`src/hw/rtl/adts_pkg.sv`:
```
// Shared types, constants and header byte formatting for the ADTS header framer.
`default_nettype none

package adts_pkg;

  // Fixed header layout and limits.
  localparam int unsigned HdrLen = 7;
  localparam logic [7:0] SyncHi = 8'hFF;
  localparam logic [7:0] SyncLo = 8'hF1;
  localparam logic [13:0] MaxPayloadLen = 14'd8184;
  localparam logic [2:0] PayloadPos = 3'(HdrLen);
  localparam logic [2:0] LastHdrPos = 3'(HdrLen - 1);

  // Positions of the header bytes.
  localparam logic [2:0] PosSyncHi = 3'd0;
  localparam logic [2:0] PosSyncLo = 3'd1;
  localparam logic [2:0] PosCfg = 3'd2;
  localparam logic [2:0] PosChLen = 3'd3;
  localparam logic [2:0] PosLenMid = 3'd4;
  localparam logic [2:0] PosLenLo = 3'd5;

  // Configuration register indexes.
  typedef enum logic [1:0] {
    CFG_PROFILE = 2'd0,
    CFG_RATE    = 2'd1,
    CFG_CHANNEL = 2'd2
  } cfg_idx_e;

  typedef struct packed {
    logic [7:0]  payload_byte;
    logic [13:0] packet_length;
    logic        last_byte;
  } in_req_t;

  typedef struct packed {
    logic [7:0] out_byte;
    logic       is_header;
    logic       frame_end;
    logic       length_error;
  } out_req_t;

  typedef struct packed {
    logic [1:0] index;
    logic [3:0] data;
  } cfg_req_t;

  typedef struct packed {
    logic [1:0] profile_code;
    logic [3:0] rate_index;
    logic [2:0] channel_config;
  } cfg_t;

  // One accepted request with its frame context resolved.
  typedef struct packed {
    logic [7:0]  payload_byte;
    logic        last_byte;
    logic        start;
    logic        empty;
    logic        err;
    logic [12:0] total;
  } item_t;

  // Header byte at a given position; position six is zero buffer fullness.
  // The configuration byte keeps a zero private bit between the sampling index
  // and the top channel bit.
  function automatic logic [7:0] hdr_byte(logic [2:0] pos, cfg_t c, logic [12:0] total);
    logic [7:0] b;
    b = 8'h00;
    unique case (pos)
      PosSyncHi: b = SyncHi;
      PosSyncLo: b = SyncLo;
      PosCfg:    b = {c.profile_code, c.rate_index, 1'b0, c.channel_config[2]};
      PosChLen:  b = {c.channel_config[1:0], 4'b0000, total[12:11]};
      PosLenMid: b = total[10:3];
      PosLenLo:  b = {total[2:0], 5'b00000};
      default:   b = 8'h00;
    endcase
    return b;
  endfunction

endpackage

`default_nettype wire

```
`src/hw/rtl/adts_stream_if.sv`:
```
// Valid/ready channel interface carrying one payload struct.
`default_nettype none

interface adts_stream_if #(
  parameter type payload_t = logic
) ();
  logic     valid;
  logic     ready;
  payload_t payload;

  modport source (output valid, output payload, input ready);
  modport sink (input valid, input payload, output ready);
endinterface

`default_nettype wire

```
`src/hw/rtl/adts_header_framer_top.sv`:
```
// Top level of the ADTS header framer.
// Usage:
//   in_i  : one request per payload byte (payload_byte, packet_length, last_byte).
//           packet_length is read on the first request of each packet.
//   out_o : framed byte stream; each request carries out_byte, is_header,
//           frame_end and length_error.
//   cfg_i : register writes (index 0 profile, 1 sampling index, 2 channel code),
//           always ready; write only while the framer is idle.
// Timing: an accepted request sits in the input register, and the emitter moves
// each byte into the output register on out_o. Payload streams at one byte per
// cycle while out_o is not stalled. The first request of a packet holds the input
// register while the emitter walks seven header bytes and the payload byte, or
// the seven header bytes alone for a zero length packet.
// Reset: registers return to profile 1, sampling index 4, channel code 2, the
// framer expects a new packet, and no output is valid.
// Stall: while out_o.ready is low the output register holds its byte, the
// emitter waits, and in_i.ready drops once the input register is occupied.
`default_nettype none

module adts_header_framer_top (
  input  wire logic     clk_i,
  input  wire logic     rst_ni,
  adts_stream_if.sink   in_i,
  adts_stream_if.source out_o,
  adts_stream_if.sink   cfg_i
);

  adts_pkg::cfg_t  cfg;
  adts_pkg::item_t item;
  logic            item_vld;
  logic            take;

  adts_cfg_regs u_cfg_regs (
    .clk_i  (clk_i),
    .rst_ni (rst_ni),
    .cfg_i  (cfg_i),
    .cfg_o  (cfg)
  );

  adts_in_stage u_in_stage (
    .clk_i      (clk_i),
    .rst_ni     (rst_ni),
    .in_i       (in_i),
    .take_i     (take),
    .item_vld_o (item_vld),
    .item_o     (item)
  );

  adts_emit u_emit (
    .clk_i      (clk_i),
    .rst_ni     (rst_ni),
    .item_vld_i (item_vld),
    .item_i     (item),
    .cfg_i      (cfg),
    .take_o     (take),
    .out_o      (out_o)
  );

endmodule

`default_nettype wire

```
`src/hw/rtl/adts_cfg_regs.sv`:
```
// Configuration registers for profile, sampling index and channel code.
`default_nettype none

module adts_cfg_regs (
  input  wire logic   clk_i,
  input  wire logic   rst_ni,
  adts_stream_if.sink cfg_i,
  output adts_pkg::cfg_t cfg_o
);

  adts_pkg::cfg_t cfg_q, cfg_d;

  // Writes are always taken; unknown indexes are dropped.
  assign cfg_i.ready = 1'b1;

  always_comb begin
    cfg_d = cfg_q;
    if (cfg_i.valid) begin
      unique case (cfg_i.payload.index)
        adts_pkg::CFG_PROFILE: cfg_d.profile_code = cfg_i.payload.data[1:0];
        adts_pkg::CFG_RATE:    cfg_d.rate_index = cfg_i.payload.data[3:0];
        adts_pkg::CFG_CHANNEL: cfg_d.channel_config = cfg_i.payload.data[2:0];
        default:               cfg_d = cfg_q;
      endcase
    end
  end

  always_ff @(posedge clk_i or negedge rst_ni) begin
    if (!rst_ni) begin
      cfg_q.profile_code <= 2'd1;
      cfg_q.rate_index <= 4'd4;
      cfg_q.channel_config <= 3'd2;
    end else begin
      cfg_q <= cfg_d;
    end
  end

  assign cfg_o = cfg_q;

endmodule

`default_nettype wire

```
`src/hw/rtl/adts_in_stage.sv`:
```
// Input register: captures a request and resolves its frame start and error flags.
`default_nettype none

module adts_in_stage (
  input  wire logic   clk_i,
  input  wire logic   rst_ni,
  adts_stream_if.sink in_i,
  input  wire logic   take_i,
  output logic        item_vld_o,
  output adts_pkg::item_t item_o
);

  logic            vld_q, vld_d;
  logic            start_q, start_d;
  logic            err_q, err_d;
  adts_pkg::item_t item_q, item_d;
  logic            accept;

  // The slot frees in the same cycle the emitter finishes the held request.
  assign in_i.ready = !vld_q || take_i;
  assign accept = in_i.valid && in_i.ready;

  // Frame context for the incoming request.
  always_comb begin
    item_d.payload_byte = in_i.payload.payload_byte;
    item_d.last_byte = in_i.payload.last_byte;
    item_d.start = start_q;
    item_d.empty = start_q && (in_i.payload.packet_length == 14'd0);
    item_d.err = start_q ? (in_i.payload.packet_length > adts_pkg::MaxPayloadLen) : err_q;
    item_d.total = in_i.payload.packet_length[12:0] + 13'(adts_pkg::HdrLen);
  end

  // A frame closes on an empty packet or on the last payload byte.
  always_comb begin
    vld_d = take_i ? 1'b0 : vld_q;
    start_d = start_q;
    err_d = err_q;
    if (accept) begin
      vld_d = 1'b1;
      if (item_d.empty || in_i.payload.last_byte) begin
        start_d = 1'b1;
        err_d = 1'b0;
      end else begin
        start_d = 1'b0;
        err_d = item_d.err;
      end
    end
  end

  always_ff @(posedge clk_i or negedge rst_ni) begin
    if (!rst_ni) begin
      vld_q <= 1'b0;
      start_q <= 1'b1;
      err_q <= 1'b0;
    end else begin
      vld_q <= vld_d;
      start_q <= start_d;
      err_q <= err_d;
    end
  end

  always_ff @(posedge clk_i) begin
    if (accept) begin
      item_q <= item_d;
    end
  end

  assign item_vld_o = vld_q;
  assign item_o = item_q;

endmodule

`default_nettype wire

```
`src/hw/rtl/adts_emit.sv`:
```
// Byte emitter: walks the header and payload of the held request into the output register.
`default_nettype none

module adts_emit (
  input  wire logic            clk_i,
  input  wire logic            rst_ni,
  input  wire logic            item_vld_i,
  input  wire adts_pkg::item_t item_i,
  input  wire adts_pkg::cfg_t  cfg_i,
  output logic                 take_o,
  adts_stream_if.source        out_o
);

  logic               out_vld_q, out_vld_d;
  adts_pkg::out_req_t out_q, out_d;
  logic [2:0]         cnt_q, cnt_d;
  logic [2:0]         pos;
  logic               load, fire, final_b;

  assign load = !out_vld_q || out_o.ready;
  assign fire = item_vld_i && load;

  // Position inside the framed packet; continuation bytes sit at the payload slot.
  assign pos = item_i.start ? cnt_q : adts_pkg::PayloadPos;

  always_comb begin
    if (!item_i.start) begin
      final_b = 1'b1;
    end else if (item_i.empty) begin
      final_b = (cnt_q == adts_pkg::LastHdrPos);
    end else begin
      final_b = (cnt_q == adts_pkg::PayloadPos);
    end
  end

  assign take_o = fire && final_b;

  // Next output byte and its flags.
  always_comb begin
    out_d.is_header = (pos != adts_pkg::PayloadPos);
    out_d.out_byte = out_d.is_header ? adts_pkg::hdr_byte(pos, cfg_i, item_i.total)
                                     : item_i.payload_byte;
    out_d.frame_end = out_d.is_header ? (item_i.empty && pos == adts_pkg::LastHdrPos)
                                      : item_i.last_byte;
    out_d.length_error = item_i.err;
  end

  // Counter and output register control.
  always_comb begin
    cnt_d = cnt_q;
    out_vld_d = out_vld_q;
    if (load) begin
      out_vld_d = item_vld_i;
    end
    if (fire) begin
      cnt_d = final_b ? 3'd0 : cnt_q + 3'd1;
    end
  end

  always_ff @(posedge clk_i or negedge rst_ni) begin
    if (!rst_ni) begin
      out_vld_q <= 1'b0;
      cnt_q <= 3'd0;
    end else begin
      out_vld_q <= out_vld_d;
      cnt_q <= cnt_d;
    end
  end

  always_ff @(posedge clk_i) begin
    if (fire) begin
      out_q <= out_d;
    end
  end

  assign out_o.valid = out_vld_q;
  assign out_o.payload = out_q;

`ifndef SYNTHESIS
  // The byte counter only runs while a request is held.
  assert property (@(posedge clk_i) disable iff (!rst_ni)
    cnt_q != 3'd0 |-> item_vld_i)
    else $error("byte counter advanced without a held request");

  // Continuation bytes never start mid-count.
  assert property (@(posedge clk_i) disable iff (!rst_ni)
    item_vld_i && !item_i.start |-> cnt_q == 3'd0)
    else $error("continuation request with nonzero byte count");

  // A header-only frame never reaches the payload slot.
  assert property (@(posedge clk_i) disable iff (!rst_ni)
    item_vld_i && item_i.empty |-> cnt_q != adts_pkg::PayloadPos)
    else $error("empty packet reached the payload slot");

  // A frame that ends inside the header ends on the zero fullness byte.
  assert property (@(posedge clk_i) disable iff (!rst_ni)
    out_vld_q && out_q.is_header && out_q.frame_end |-> out_q.out_byte == 8'h00)
    else $error("header-only frame ended on a nonzero byte");
`endif

endmodule

`default_nettype wire

```
`src/flat_wrapper.sv`:
```
// flat-port wrapper written by rule: the top's interface ports become plain ports
module adts_header_framer_top_flat 
  (clk_i, rst_ni, in_i_valid, in_i_payload, in_i_ready, out_o_valid, out_o_payload, out_o_ready, cfg_i_valid, cfg_i_payload, cfg_i_ready);
  adts_stream_if #(.payload_t(adts_pkg::in_req_t)) in_i_i ();
  adts_stream_if #(.payload_t(adts_pkg::out_req_t)) out_o_i ();
  adts_stream_if #(.payload_t(adts_pkg::cfg_req_t)) cfg_i_i ();
  input  wire logic clk_i;
  input  wire logic rst_ni;
  input wire logic [$bits(in_i_i.valid)-1:0] in_i_valid;
  input wire logic [$bits(in_i_i.payload)-1:0] in_i_payload;
  output wire logic [$bits(in_i_i.ready)-1:0] in_i_ready;
  output wire logic [$bits(out_o_i.valid)-1:0] out_o_valid;
  output wire logic [$bits(out_o_i.payload)-1:0] out_o_payload;
  input wire logic [$bits(out_o_i.ready)-1:0] out_o_ready;
  input wire logic [$bits(cfg_i_i.valid)-1:0] cfg_i_valid;
  input wire logic [$bits(cfg_i_i.payload)-1:0] cfg_i_payload;
  output wire logic [$bits(cfg_i_i.ready)-1:0] cfg_i_ready;
  assign in_i_i.valid = in_i_valid;
  assign in_i_i.payload = in_i_payload;
  assign in_i_ready = in_i_i.ready;
  assign out_o_valid = out_o_i.valid;
  assign out_o_payload = out_o_i.payload;
  assign out_o_i.ready = out_o_ready;
  assign cfg_i_i.valid = cfg_i_valid;
  assign cfg_i_i.payload = cfg_i_payload;
  assign cfg_i_ready = cfg_i_i.ready;
  adts_header_framer_top u_core (.clk_i(clk_i), .rst_ni(rst_ni), .in_i(in_i_i), .out_o(out_o_i), .cfg_i(cfg_i_i));
endmodule
```
`config.mk`:
```
export PLATFORM = sky130hd
export DESIGN_NAME = adts_header_framer_top_flat
export DESIGN_NICKNAME = d
export VERILOG_FILES = /design/src/hw/rtl/adts_pkg.sv /design/src/hw/rtl/adts_stream_if.sv /design/src/hw/rtl/adts_header_framer_top.sv /design/src/hw/rtl/adts_cfg_regs.sv /design/src/hw/rtl/adts_in_stage.sv /design/src/hw/rtl/adts_emit.sv /design/src/flat_wrapper.sv
export SDC_FILE = /design/constraint.sdc
export NUM_CORES = 1
export LEC_CHECK = 0
export BUFFER_PORTS_ARGS = -buffer_cell sky130_fd_sc_hd__buf_2
export CAP_MARGIN = 20
export CORE_MARGIN = 5
export CORE_UTILIZATION = 42
export CTS_CLUSTER_SIZE = 30
export DETAILED_ROUTE_END_ITERATION = 6
export HOLD_SLACK_MARGIN = 0.08
export PLACE_DENSITY = 0.61
export SKIP_CTS_REPAIR_TIMING = 1
export SYNTH_ARGS = -nofsm -noshare
export SYNTH_HDL_FRONTEND = slang
export SYNTH_SLANG_ARGS = --single-unit
export TNS_END_PERCENT = 50
```
`constraint.sdc`:
```
create_clock -name clk_i -period 2.6 [get_ports clk_i]
set_clock_uncertainty 0.05 [all_clocks]
set_input_delay 0.13 -clock clk_i [delete_from_list [all_inputs] [get_ports clk_i]]
set_output_delay 0.13 -clock clk_i [all_outputs]
set_load 0.01 [all_outputs]
```
Yosys cells after proc, flatten, opt, wreduce, memory -nomap -nowiden --
Cells that the tools add are included. Widths: inputs -> output; s select.
Storage, ports and cells: bits in registers 52, word-level logic and storage cells 61, input port bits 34
Operators by class: multiplexer cells 12, $lt $le $gt $ge 1, reduce and logical (&&, ||, !) cells 17, add/subtract/negate cells 2, equal/unequal tests 11
Operator list (number):
- $pmux 8 s6 | 1
- $eq 3x3->1 const B | 5
- $gt 14x13->1 const B | 1
- $logic_not 14->1 | 1
- $add 13x3->13 const B | 1
- $mux 1 | 8
- $mux 8 | 1
- $eq 3x2->1 const B | 2
- $mux 3 | 2
- $reduce_and 2->1 | 3
- $logic_and 1x1->1 | 5
- $add 3x1->3 const B | 1
- $eq 3x1->1 const B | 1
- $logic_not 3->1 | 1
- $logic_or 1x1->1 | 3
- $ne 3x3->1 const B | 1
- $eq 2x1->1 const B | 1
- $eq 2x2->1 const B | 1
- $logic_not 1->1 | 2
- $logic_not 2->1 | 1
- $reduce_bool 2->1 | 1

Longest topological paths before layout --
Gate-level depths: netlist of the first run.
word-level depth 7, gate-level depth with buffers 6

Modules after synthesis --
A second synthesis of the first run with hierarchy kept.
Unflattened totals: cells, all modules 199, area, all modules 2477.4 µm²
Modules (own cells, without submodules):
- adts_in_stage | instances 1, cells an instance 78, area each 1169.9 µm²
- adts_emit | instances 1, cells an instance 98, area each 938.4 µm²
- adts_cfg_regs | instances 1, cells an instance 23, area each 369.1 µm²

Worst setup path before layout of the first run --
No wires, ideal clock.
path kind register to register, from reg u_core.u_emit.cnt_q[0], to reg u_core.u_in_stage.item_q, in the netlist u_core.u_in_stage.item_o[0] (enable), cell stages (with the launch flop) 6, period minus slack after synthesis 1.961 ns, data required time 2.170 ns, path slack 0.639 ns, arrival time 1.531 ns, cells stage by stage dfrtp_1 -> xnor2_1 -> o21ai_2 -> a21bo_2 -> nand2_2 -> inv_1
On the way: longest elaborated chain between the ends 6, elaborated cells on any way between the ends 7
Ends and longest elaborated chain:
- start, declared | line adts_emit.sv:16 | logic [2:0] cnt_q, cnt_d;
- start signal, assigned | line adts_emit.sv:66 | cnt_q <= cnt_d;
- $eq 3x3->1, on equally long branches | line adts_emit.sv:32, adts_emit.sv:30
- $mux 1 * | line adts_emit.sv:29 | end else if (item_i.empty) begin
- $mux 1 * | line adts_emit.sv:27 | if (!item_i.start) begin
- $logic_and 1x1->1 * | line adts_emit.sv:36 | assign take_o = fire && final_b;
- $logic_or 1x1->1 * | line adts_in_stage.sv:20 | assign in_i.ready = !vld_q || take_i;
- named net in_i_ready | line flat_wrapper.sv:11 | output wire logic [$bits(in_i_i.ready)-1:0] in_i_ready;
- $logic_and 1x1->1 * | line adts_in_stage.sv:21 | assign accept = in_i.valid && in_i.ready;
- named net u_core.u_in_stage.accept | line adts_in_stage.sv:17 | logic accept;
- end signal, assigned | line adts_in_stage.sv:64 | item_q <= item_d;
- end, declared | line adts_in_stage.sv:16 | adts_pkg::item_t item_q, item_d;
The timed path passes the listed nets; every way through them passes the cells marked *. A chain may end at the register's enable or synchronous reset.

Worst setup path after layout of the first run --
from reg u_core.u_emit.cnt_q[2], to reg u_core.u_in_stage.item_q, in the netlist u_core.u_in_stage.item_o[1] (enable)
On the way: longest elaborated chain between the ends 6, elaborated cells on any way between the ends 7
Ends and longest elaborated chain (line):
- $eq 3x3->1, on equally long branches | adts_emit.sv:32, adts_emit.sv:30
- $mux 1 * | adts_emit.sv:29
- $mux 1 * | adts_emit.sv:27
- $logic_and 1x1->1 * | adts_emit.sv:36
- $logic_or 1x1->1 * | adts_in_stage.sv:20
- $logic_and 1x1->1 * | adts_in_stage.sv:21
- named net u_core.u_in_stage.accept | adts_in_stage.sv:17
Marks and branches as above.

==> results of run 1 <==
## worst min-delay path: cells and delay by family
family / cells / cell delay, ns
simple gates: 2 / 0.21
buf+inv: 1 / 0.07
## synth_stat cells, types with 5 or more instances
| library cell | n |
|---|---|
| edfxtp_1 | 36 |
| nor2b_1 | 7 |
| dfrtp_1 | 12 |
| inv_1 | 9 |
| a22o_1 | 6 |
| a21oi_1 | 12 |
| nor2_1 | 7 |
| xnor2_1 | 8 |
| nand2_1 | 17 |
| mux2_2 | 9 |
| nand2b_1 | 8 |
| o21ai_0 | 5 |
## kinds of logic after synthesis
family          after synthesis  share of synthesized area, %
mux                          11                          5.02
other cells                   1                         0.154
simple gates                 59                          13.7
flops                        52                          60.9
buf+inv                      15                          2.51
compound gates               40                          11.9
fa+ha+maj                     3                          1.54
xor+xnor                     12                          4.30
## worst paths after layout
path	from	end	slack (ns)
setup reg to reg	u_core.u_emit.cnt_q[2]$_DFFE_PN0N_	u_core.u_in_stage.item_o[1]$_DFFE_PP_	0.52
hold / removal	out_o_ready	u_core.u_emit.out_o.valid$_DFFE_PN0N_	0.09
min in group asynchronous	rst_ni	u_core.u_cfg_regs.cfg_o[3]$_DFFE_PN0P_	0.20
hold reg to reg	u_core.u_in_stage.item_o[13]$_DFFE_PP_	u_core.u_emit.out_o.payload[0]$_DFFE_PN_	0.38
setup / recovery	u_core.u_emit.cnt_q[2]$_DFFE_PN0N_	u_core.u_in_stage.item_o[1]$_DFFE_PP_	0.52
max in group asynchronous	rst_ni	u_core.u_cfg_regs.cfg_o[1]$_DFFE_PN1P_	1.99
## power groups by stage
stage               Clock (mW)  Combinational (mW)  Sequential [mW]
floorplan                    0               0.301             1.10
global placement             0               0.431             1.12
detailed placement           0               0.433             1.12
CTS                      0.504               0.436             1.10
global route             0.533               0.502             1.12
finish                   0.497               0.448             1.10
## metrics by stage
step | util, % | cells | cell area (sq um) | setup slack [ns]
final | 53.8 | 330 | 3000 | 0.517
after global routing | 53.8 | 330 | 3000 | 0.364
after CTS | 51.1 | 315 | 2850 | 0.506
after detailed placement | 49.3 | 307 | 2750 | 0.531
after global placement | 49.3 | 307 | 2750 | 0.590
after floorplan | - | 193 | 2440 | 0.639
## per-layer routing
metal,track usage [%],up-vias
li1,-,821
met1,17.7,748
met2,19.3,41
met3,4.75,8
met4,4.67,0
met5,0,-
## area by class of cell
| type | count | area, sq um | area share [%] |
|---|---|---|---|
| clock buffers | 8 | 100 | 3.34 |
| multi-input cells | 126 | 895 | 29.8 |
| inverters | 9 | 33.8 | 1.13 |
| repair buffers | 63 | 395 | 13.2 |
| flip-flops and latches | 52 | 1490 | 49.5 |
| well taps | 72 | 90.1 | 3.00 |
## flip-flops by register name, summed over array words and instances, names as in the netlist
| signal | flops |
|---|---|
| u_core.u_emit.out_o.payload | 11 |
| u_core.u_in_stage.start_q | 1 |
| u_core.u_emit.out_o.valid | 1 |
| u_core.u_in_stage.item_o | 25 |
| u_core.u_cfg_regs.cfg_o | 9 |
| u_core.u_emit.cnt_q | 3 |
| u_core.u_in_stage.item_vld_o | 1 |
| u_core.u_in_stage.err_q | 1 |
==> results.py, run 1 <==
metrics = {
    "timing": {
        "finalCriticalPeriod_ns": 2.08,
        "hold_viol": 0,
        "drv_slew": 0,
        "period_share_pct": 80.1,
        "rsz0062_at_grt": "false",
        "hold_slack_ns": 0.0861,
        "worst_slew_pin_slew_ns": 0.520,
        "fin_setup_tns_ns": 0,
        "slew_headroom_pct": 65.3,
        "fmax_mhz": 480,
        "setup_viol": 0,
    },
    "pwr": {
        "p_leak_nw": 1.22,
        "powerDensity_nw_per_um2": 682,
        "power_frac_clock_pct": 24.3,
        "p_comb_share_pct": 21.9,
        "ir_drop_mv": 0.311,
        "power.internal_mw": 1.48,
        "p_sw_share_pct": 27.6,
        "p_total_mw": 2.05,
        "power_switching_mw": 0.564,
        "seqPwrFrac_pct": 53.8,
    },
    "setup_path": {
        "critical_path_arrival_ns": 2.01,
        "critical_path.startpoint_type": "flop",
        "crit_chain": "nand2_1 -> o21ai_2 -> a21bo_2 -> nand2_2 -> inv_1 -> buf_4",
        "path_buf_inv": 2,
        "slowest_delay_ns": 0.65,
        "worst-path-stages": 6,
        "critical_path.top_delay_family": "flip-flops",
        "path_max_fanout": 25,
        "worst_path_max_delay_cell": "dfrtp_1",
        "crit_type": "reg2reg",
        "worst_r2r_path_depth": 6,
        "required_ns": 2.53,
        "worstSetupEndpointType": "flop",
    },
    "placed_design": {
        "io_buffers": 46,
        "dp_hpwl_microns": 3520,
        "place.gp.congestion": 0.799,
    },
    "yosys": {
        "synth_top_area_share_pct": 44.3,
        "synth_cell_types": 44,
        "ys.flop_type": "edfxtp_1",
        "synth_edf_count": 36,
        "yosysSeqAreaShare_pct": 60.9,
        "synth_warnings": 0,
        "synth-seq-cells": 52,
        "synth_fp_nets": 230,
        "syn_inst": 193,
        "yosys-top-cells-area": "edfxtp_1 44%, dfrtp_1 12%, dfstp_2 4.3%",
        "async_flop_share_pct": 30.8,
        "synth_area_sq_um": 2440,
        "synth_area_per_cell_sq_um": 12.7,
        "synth_largest_area_cell": "edfxtp_1",
    },
    "final_layout": {
        "n_antenna_cell": 0,
        "mostFrequentLayoutCells": "46 x buf_2, 36 x edfxtp_1, 17 x nand2_1, 15 x dlygate4sd3_1",
        "final_common_cell": "buf_2",
        "syn_to_final_growth_pct": 22.8,
        "nFillCells": 491,
        "drive_gt1_share_pct": 30.2,
        "fin_nets": 294,
    },
    "clock_tree": {
        "clock_latency_ns": 0.31,
        "clock-sinks": 52,
        "ctsLongestPathBuffers": 2,
        "cts.reportedPaths.clkPinSlew_ns": 0.09,
        "cts_tree": "built",
        "numCtsBuffers": 5,
        "cts_htree_levels": 2,
        "clock_tree.root_cell": "clkbuf_8",
    },
    "grt": {
        "grtUsageTotal_pct": 13.0,
        "grt_pass1_vias": 1506,
        "grt_pass1_wl_microns": 7310,
        "antenna_found_initial": 0,
        "gr-total-overflow": 0,
        "grt_start_max_net_pins": 26,
    },
    "flow_run": {
        "maxCapViolations": 0,
    },
    "die": {
        "die_h_microns": 86.3,
        "num_rows": 27,
        "start_util_pct": 43.8,
        "core_sq_um": 5570,
        "die_w_microns": 86.3,
        "die_area_sq_um": 7440,
        "ioPinCount": 48,
    },
    "run_status": {
        "status": "completed",
    },
    "route": {
        "routed_wire_length_per_instance_microns": 14.2,
        "vias": 1618,
        "route.detailed.drc": 0,
        "wl_met1_microns": 2170,
        "met2_length_microns": 2180,
        "vias_per_cell": 4.90,
        "highest_layer": "met4",
        "wl_microns": 4690,
        "met3WireLength_microns": 279,
        "dr.pass1.iters": 4,
        "drt-initial-drc-count": 54,
        "antenna_left": 0,
    },
    "min_path": {
        "whs_path_depth": 3,
        "hp-class": "in2reg",
    },
}
No activity file was read; power rests on OpenSTA's default activity.
==> inputs of run 2 (changes only) <==
--- a/config.mk
+++ b/config.mk
@@ -5,6 +5,7 @@
 export SDC_FILE = /design/constraint.sdc
 export NUM_CORES = 1
 export LEC_CHECK = 0
+export ABC_AREA = 1
 export BUFFER_PORTS_ARGS = -buffer_cell sky130_fd_sc_hd__buf_2
 export CAP_MARGIN = 20
 export CORE_MARGIN = 5
@@ -12,7 +13,7 @@
 export CTS_CLUSTER_SIZE = 30
 export DETAILED_ROUTE_END_ITERATION = 6
 export HOLD_SLACK_MARGIN = 0.08
-export PLACE_DENSITY = 0.61
+export PLACE_DENSITY = 0.6
 export SKIP_CTS_REPAIR_TIMING = 1
 export SYNTH_ARGS = -nofsm -noshare
 export SYNTH_HDL_FRONTEND = slang
==> constraint.sdc (replaced) <==
create_clock -name clk_i -period 2 [get_ports clk_i]
set_clock_uncertainty 0.05 [all_clocks]
set_input_delay 0.1 -clock clk_i [delete_from_list [all_inputs] [get_ports clk_i]]
set_output_delay 0.1 -clock clk_i [all_outputs]
set_load 0.01 [all_outputs]
==> results.py, run 2 <==
metrics = {
    "setup_path": {
        "worst-r2r-setup-slack_ns": 0.37,
        "crit_type": "reg2reg",
        "critical_path_arrival_ns": 1.58,
        "critical_path.startpoint_type": "flop",
        "slowest_delay_ns": 0.45,
        "path_max_fanout": 27,
        "required_ns": 1.96,
        "worst_path_max_delay_cell": "edfxtp_1",
        "path_buf_inv": 2,
        "crit_chain": "nand2_2 -> inv_2 -> nor2_4 -> nand3_4 -> a21oi_4 -> buf_12",
        "critical_path.top_delay_family": "flip-flops",
        "worstSetupEndpointType": "flop",
    },
    "final_layout": {
        "final_common_cell": "nand2_1",
        "nFillCells": 544,
        "mostFrequentLayoutCells": "81 x nand2_1, 46 x buf_2, 36 x edfxtp_1, 27 x inv_1, 18 x dlygate4sd3_1",
        "n_antenna_cell": 0,
        "drive_gt1_share_pct": 24.5,
        "largest_register_ffs": 25,
        "syn_to_final_growth_pct": 24.8,
        "fin_nets": 359,
        "finalCoreUtilization_pct": 53.1,
    },
    "pwr": {
        "powerDensity_nw_per_um2": 993,
        "p_total_mw": 3.08,
        "p_leak_nw": 1.39,
        "ir_drop_mv": 0.389,
    },
    "die": {
        "die_area_sq_um": 7560,
        "core_sq_um": 5850,
        "start_util_pct": 42.5,
        "die_h_microns": 87.0,
        "num_rows": 28,
        "ioPinCount": 48,
        "die_w_microns": 87.0,
    },
    "timing": {
        "fin_setup_tns_ns": 0,
        "period_share_pct": 81.3,
        "finalCriticalPeriod_ns": 1.63,
        "rsz0062_at_grt": "false",
        "drv_slew": 0,
        "setup_viol": 0,
        "hold_viol": 0,
        "fmax_mhz": 615,
    },
    "route": {
        "dr.pass1.iters": 4,
        "drt-initial-drc-count": 75,
        "antenna_left": 0,
        "met2_length_microns": 2240,
        "wl_met1_microns": 2470,
        "route.detailed.drc": 0,
        "vias": 1827,
        "highest_layer": "met4",
        "vias_per_cell": 4.59,
        "routed_wire_length_per_instance_microns": 12.6,
        "met3WireLength_microns": 235,
        "wl_microns": 5020,
    },
    "grt": {
        "grt_start_max_net_pins": 28,
        "grt_pass1_wl_microns": 8020,
        "grtUsageTotal_pct": 13.6,
        "antenna_found_initial": 0,
        "gr-total-overflow": 0,
        "grt_pass1_vias": 1691,
    },
    "yosys": {
        "synth_top_area_share_pct": 43.5,
        "synth_fp_nets": 286,
        "synth_warnings": 0,
        "synth_area_sq_um": 2490,
        "synth_cell_types": 29,
        "yosysMostFrequentCell": "nand2_1",
        "synth_common_cells": "81 x nand2_1, 36 x edfxtp_1, 27 x inv_1",
        "syn_inst": 249,
        "synth-seq-cells": 52,
        "async_flop_share_pct": 30.8,
        "yosysSeqAreaShare_pct": 59.8,
        "yosys-top-cells-area": "edfxtp_1 43%, nand2_1 12%, dfrtp_1 12%",
        "ys.flop_type": "edfxtp_1",
        "synth_edf_count": 36,
        "synth_largest_area_cell": "edfxtp_1",
        "synth_area_per_cell_sq_um": 9.99,
    },
    "clock_tree": {
        "clock-sinks": 52,
        "cts_htree_levels": 2,
        "clock_latency_ns": 0.30,
        "cts_tree": "built",
        "numCtsBuffers": 5,
        "ctsLongestPathBuffers": 2,
        "cts.reportedPaths.clkPinSlew_ns": 0.10,
        "clock_tree.root_cell": "clkbuf_8",
    },
    "placed_design": {
        "io_buffers": 46,
        "dp_hpwl_microns": 3670,
        "place.gp.congestion": 0.836,
    },
    "flow_run": {
        "maxCapViolations": 0,
    },
    "run_status": {
        "status": "completed",
    },
    "min_path": {
        "hp-class": "in2reg",
    },
}
==> run 2: changes by cell type after synthesis, sizes merged, moves of 5 or more <==
cell    before  now
nor2b        7    0
nand3        6   17
nor2         7   21
mux2        10    1
nand2b       8    0
nand2       18   83
inv          9   31
a21oi       12    6
xnor2        8    3
a22o         6    0
==> run 2: cells by family after synthesis <==
kind of cell    Yosys count  share of synthesized area (%)
mux                       1                          0.453
compound gates           19                           4.83
flops                    52                           59.8
other cells               1                          0.151
simple gates            131                           24.8
buf+inv                  32                           4.98
xor+xnor                 10                           3.52
fa+ha+maj                 3                           1.51
==> run 2: worst reg2reg max path, cell delays in order (launching register included) <==
cell      delay [ns]
edfxtp_1        0.45
nand2_2         0.17
inv_2           0.09
nor2_4          0.11
nand3_4         0.10
a21oi_4         0.15
buf_12          0.20
==> run 2: final timing paths <==
path	from	to	depth (start not counted)
setup / recovery	u_core.u_in_stage.item_o[15]$_DFFE_PP_	u_core.u_in_stage.item_o[0]$_DFFE_PP_	6
setup reg to reg	u_core.u_in_stage.item_o[15]$_DFFE_PP_	u_core.u_in_stage.item_o[0]$_DFFE_PP_	6
min in group asynchronous	rst_ni	u_core.u_cfg_regs.cfg_o[2]$_DFFE_PN0P_	2
max in group asynchronous	rst_ni	u_core.u_in_stage.start_q$_DFFE_PN1P_	2
hold / removal	cfg_i_valid	u_core.u_cfg_regs.cfg_o[7]$_DFFE_PN1P_	3
hold reg to reg	u_core.u_in_stage.item_o[13]$_DFFE_PP_	u_core.u_emit.out_o.payload[0]$_DFFE_PN_	0
==> run 2: metrics by stage <==
| step | area [sq um] | hold WS, ns | std cells | setup slack, ns |
|---|---|---|---|---|
| finish | 3100 | 0.0761 | 398 | 0.375 |
| floorplan | 2490 | -0.246 | 249 | 0.0484 |
| detailed placement | 2840 | 0.00767 | 372 | 0.372 |
| global route | 3100 | 0.0814 | 398 | 0.256 |
| CTS | 2920 | -0.311 | 380 | 0.353 |
| global placement | 2840 | 0.0155 | 372 | 0.398 |
==> run 2: cell type report <==
| class | instances | area (sq um) | share of cell area [%] |
|---|---|---|---|
| multi-input combinational | 165 | 877 | 28.3 |
| inverter | 31 | 116 | 3.75 |
| sequential | 52 | 1490 | 47.9 |
| timing repair buffer | 67 | 445 | 14.3 |
| clock inverter | 1 | 8.76 | 0.282 |
| clock buffer | 7 | 76.3 | 2.46 |
| tap | 75 | 93.8 | 3.02 |
==> run 2: power by group <==
part	internal [mW]	total [mW]	switching [mW]
Combinational	0.348	0.902	0.553
Clock	0.251	0.584	0.334
Sequential	1.47	1.60	0.129
Total	2.07	3.08	1.02
==> run 2: routing by layer <==
| layer | vias to the layer above | global-route usage, % |
|---|---|---|
| li1 | 950 | - |
| met1 | 832 | 19.2 |
| met2 | 38 | 21.3 |
| met3 | 7 | 3.03 |
| met4 | 0 | 3.40 |
| met5 | - | 0 |
==> inputs of run 3 (changes only) <==
==> constraint.sdc (replaced) <==
create_clock -name clk_i -period 1.5 [get_ports clk_i]
set_clock_uncertainty 0.05 [all_clocks]
set_input_delay 0.075 -clock clk_i [delete_from_list [all_inputs] [get_ports clk_i]]
set_output_delay 0.075 -clock clk_i [all_outputs]
set_load 0.01 [all_outputs]
==> results.py, run 3 (synthesis results as in run 2) <==
metrics = {
    "timing": {
        "fmax_mhz": 659,
        "period_share_pct": 101,
        "drv_slew": 0,
        "setup_viol": 23,
        "postLayoutSetupSlackWorst_ns": -0.0174,
        "rsz0062_at_grt": "true",
        "hold_slack_ns": 0.0538,
        "hold_viol": 0,
        "finalCriticalPeriod_ns": 1.52,
    },
    "placed_design": {
        "io_buffers": 46,
        "postPlaceCellArea_sq_um": 2940,
        "place.gp.congestion": 0.829,
        "placed_cells": 385,
        "dp_hpwl_microns": 3900,
    },
    "die": {
        "start_util_pct": 42.5,
        "die_area_sq_um": 7560,
        "core_sq_um": 5850,
        "die_h_microns": 87.0,
        "ioPinCount": 48,
        "die_w_microns": 87.0,
        "num_rows": 28,
    },
    "run_status": {
        "status": "complete, but fails checks",
        "violations": "negative setup slack",
    },
    "pwr": {
        "p_leak_nw": 1.51,
        "ir_drop_mv": 0.575,
        "p_total_mw": 4.44,
        "powerDensity_nw_per_um2": 1330,
    },
    "route": {
        "dr.pass1.iters": 4,
        "routed_wire_length_per_instance_microns": 12.7,
        "wl_microns": 5330,
        "antenna_left": 0,
        "drt-initial-drc-count": 105,
        "route.detailed.drc": 0,
        "vias": 1948,
        "vias_per_cell": 4.65,
    },
    "setup_path": {
        "critical_path.top_delay_family": "buffers and inverters",
        "worstSetupEndpointType": "flop",
        "critical_path_arrival_ns": 1.54,
        "critical_path.startpoint_type": "flop",
        "path_max_fanout": 4,
        "crit_type": "reg2reg",
        "required_ns": 1.52,
        "worst_path_max_delay_cell": "dfrtp_1",
        "slowest_delay_ns": 0.41,
        "path_buf_inv": 3,
        "crit_chain": "buf_4 -> buf_4 -> nand2_1 -> nor3_2 -> buf_4 -> nand2_1 -> nand2_1 -> a21oi_2 -> nand3_1",
    },
    "clock_tree": {
        "numCtsBuffers": 5,
        "cts_htree_levels": 2,
        "cts_tree": "built",
        "clock_latency_ns": 0.31,
        "clock-sinks": 52,
        "ctsLongestPathBuffers": 2,
        "clock_tree.root_cell": "clkbuf_8",
        "cts.reportedPaths.clkPinSlew_ns": 0.10,
    },
    "grt": {
        "grt_use_met3_pct": 2.55,
        "grtUsageTotal_pct": 14.4,
        "grt_pass1_wl_microns": 8350,
        "grt_util_met1_pct": 18.9,
        "grt_start_max_net_pins": 28,
        "gr-total-overflow": 0,
        "grt_pass1_vias": 1823,
        "antenna_found_initial": 0,
        "grt_use_met2_pct": 24.2,
        "busiest_layer": "met2",
    },
    "final_layout": {
        "n_antenna_cell": 0,
        "drive_gt1_share_pct": 30.5,
        "finalNonFillerCells": 419,
        "nFillCells": 498,
        "fin_nets": 380,
        "final_area_sq_um": 3340,
        "syn_to_final_growth_pct": 34.2,
        "largest_register_ffs": 25,
        "final_common_cell": "nand2_1",
        "mostFrequentLayoutCells": "78 x nand2_1, 45 x buf_2, 36 x edfxtp_1, 25 x inv_1, 23 x dlygate4sd3_1",
    },
    "min_path": {
        "hp-class": "in2reg",
    },
    "flow_run": {
        "maxCapViolations": 0,
    },
}
==> run 3: cell count changes in the layout (fill, tap and decap cells not counted), sizes merged <==
cell / before / now
buf: 49 / 65
clkbuf: 7 / 6
dlygate4sd3: 18 / 23
inv: 31 / 32
==> run 3: layout make-up <==
| class | count | area [sq um] | area share [%] |
|---|---|---|---|
| clock buffer | 6 | 72.6 | 2.17 |
| clock inverter | 2 | 13.8 | 0.412 |
| inverter | 31 | 116 | 3.49 |
| multi-input combinational | 165 | 915 | 27.4 |
| sequential | 52 | 1490 | 44.6 |
| tap | 75 | 93.8 | 2.81 |
| timing repair buffer | 88 | 637 | 19.1 |
==> run 3: path summary, 6_finish.rpt <==
kind                            slack (ns)                              startpoint  depth (start not counted)                                        to
worst max-delay path                 -0.02      u_core.u_emit.cnt_q[1]$_DFFE_PN0N_                          9  u_core.u_emit.out_o.payload[3]$_DFFE_PN_
worst min-delay path                  0.05                             cfg_i_valid                          3    u_core.u_cfg_regs.cfg_o[7]$_DFFE_PN1P_
worst max register to register       -0.02      u_core.u_emit.cnt_q[1]$_DFFE_PN0N_                          9  u_core.u_emit.out_o.payload[3]$_DFFE_PN_
worst min register to register        0.39  u_core.u_in_stage.item_o[13]$_DFFE_PP_                          0  u_core.u_emit.out_o.payload[0]$_DFFE_PN_
max in group asynchronous             0.88                                  rst_ni                          2     u_core.u_in_stage.start_q$_DFFE_PN1P_
min in group asynchronous             0.17                                  rst_ni                          2    u_core.u_cfg_regs.cfg_o[0]$_DFFE_PN0P_
==> run 3: worst reg2reg max path, delay by kind of cell (launching register included) <==
kind | cells | cell delay (ns)
flops | 1 | 0.41
simple gates | 5 | 0.30
buf+inv | 3 | 0.42
compound gates | 1 | 0.11
==> run 3: per-layer routing <==
layer,share of wire [%],wire [microns]
met5,0,0
met3,3.9,206
met2,50,2650
met4,0.94,50
met1,45,2420
==> run 3: stage by stage <==
stage	setup WS [ns]	setup TNS [ns]	util, %
2_1_floorplan	-0.429	-11.30	-
3_3_place_gp	0.0254	0	50.2
3_5_place_dp	-0.00437	-0.0890	50.2
4_1_cts	-0.101	-0.508	51.7
5_1_grt	-0.0916	-2.05	57.0
6_report	-0.0174	-0.161	57.0
==> run 3: where the power goes <==
part / internal [mW] / switching, mW
Sequential: 1.96 / 0.154
Combinational: 0.680 / 0.858
Clock: 0.333 / 0.454
Total: 2.97 / 1.47
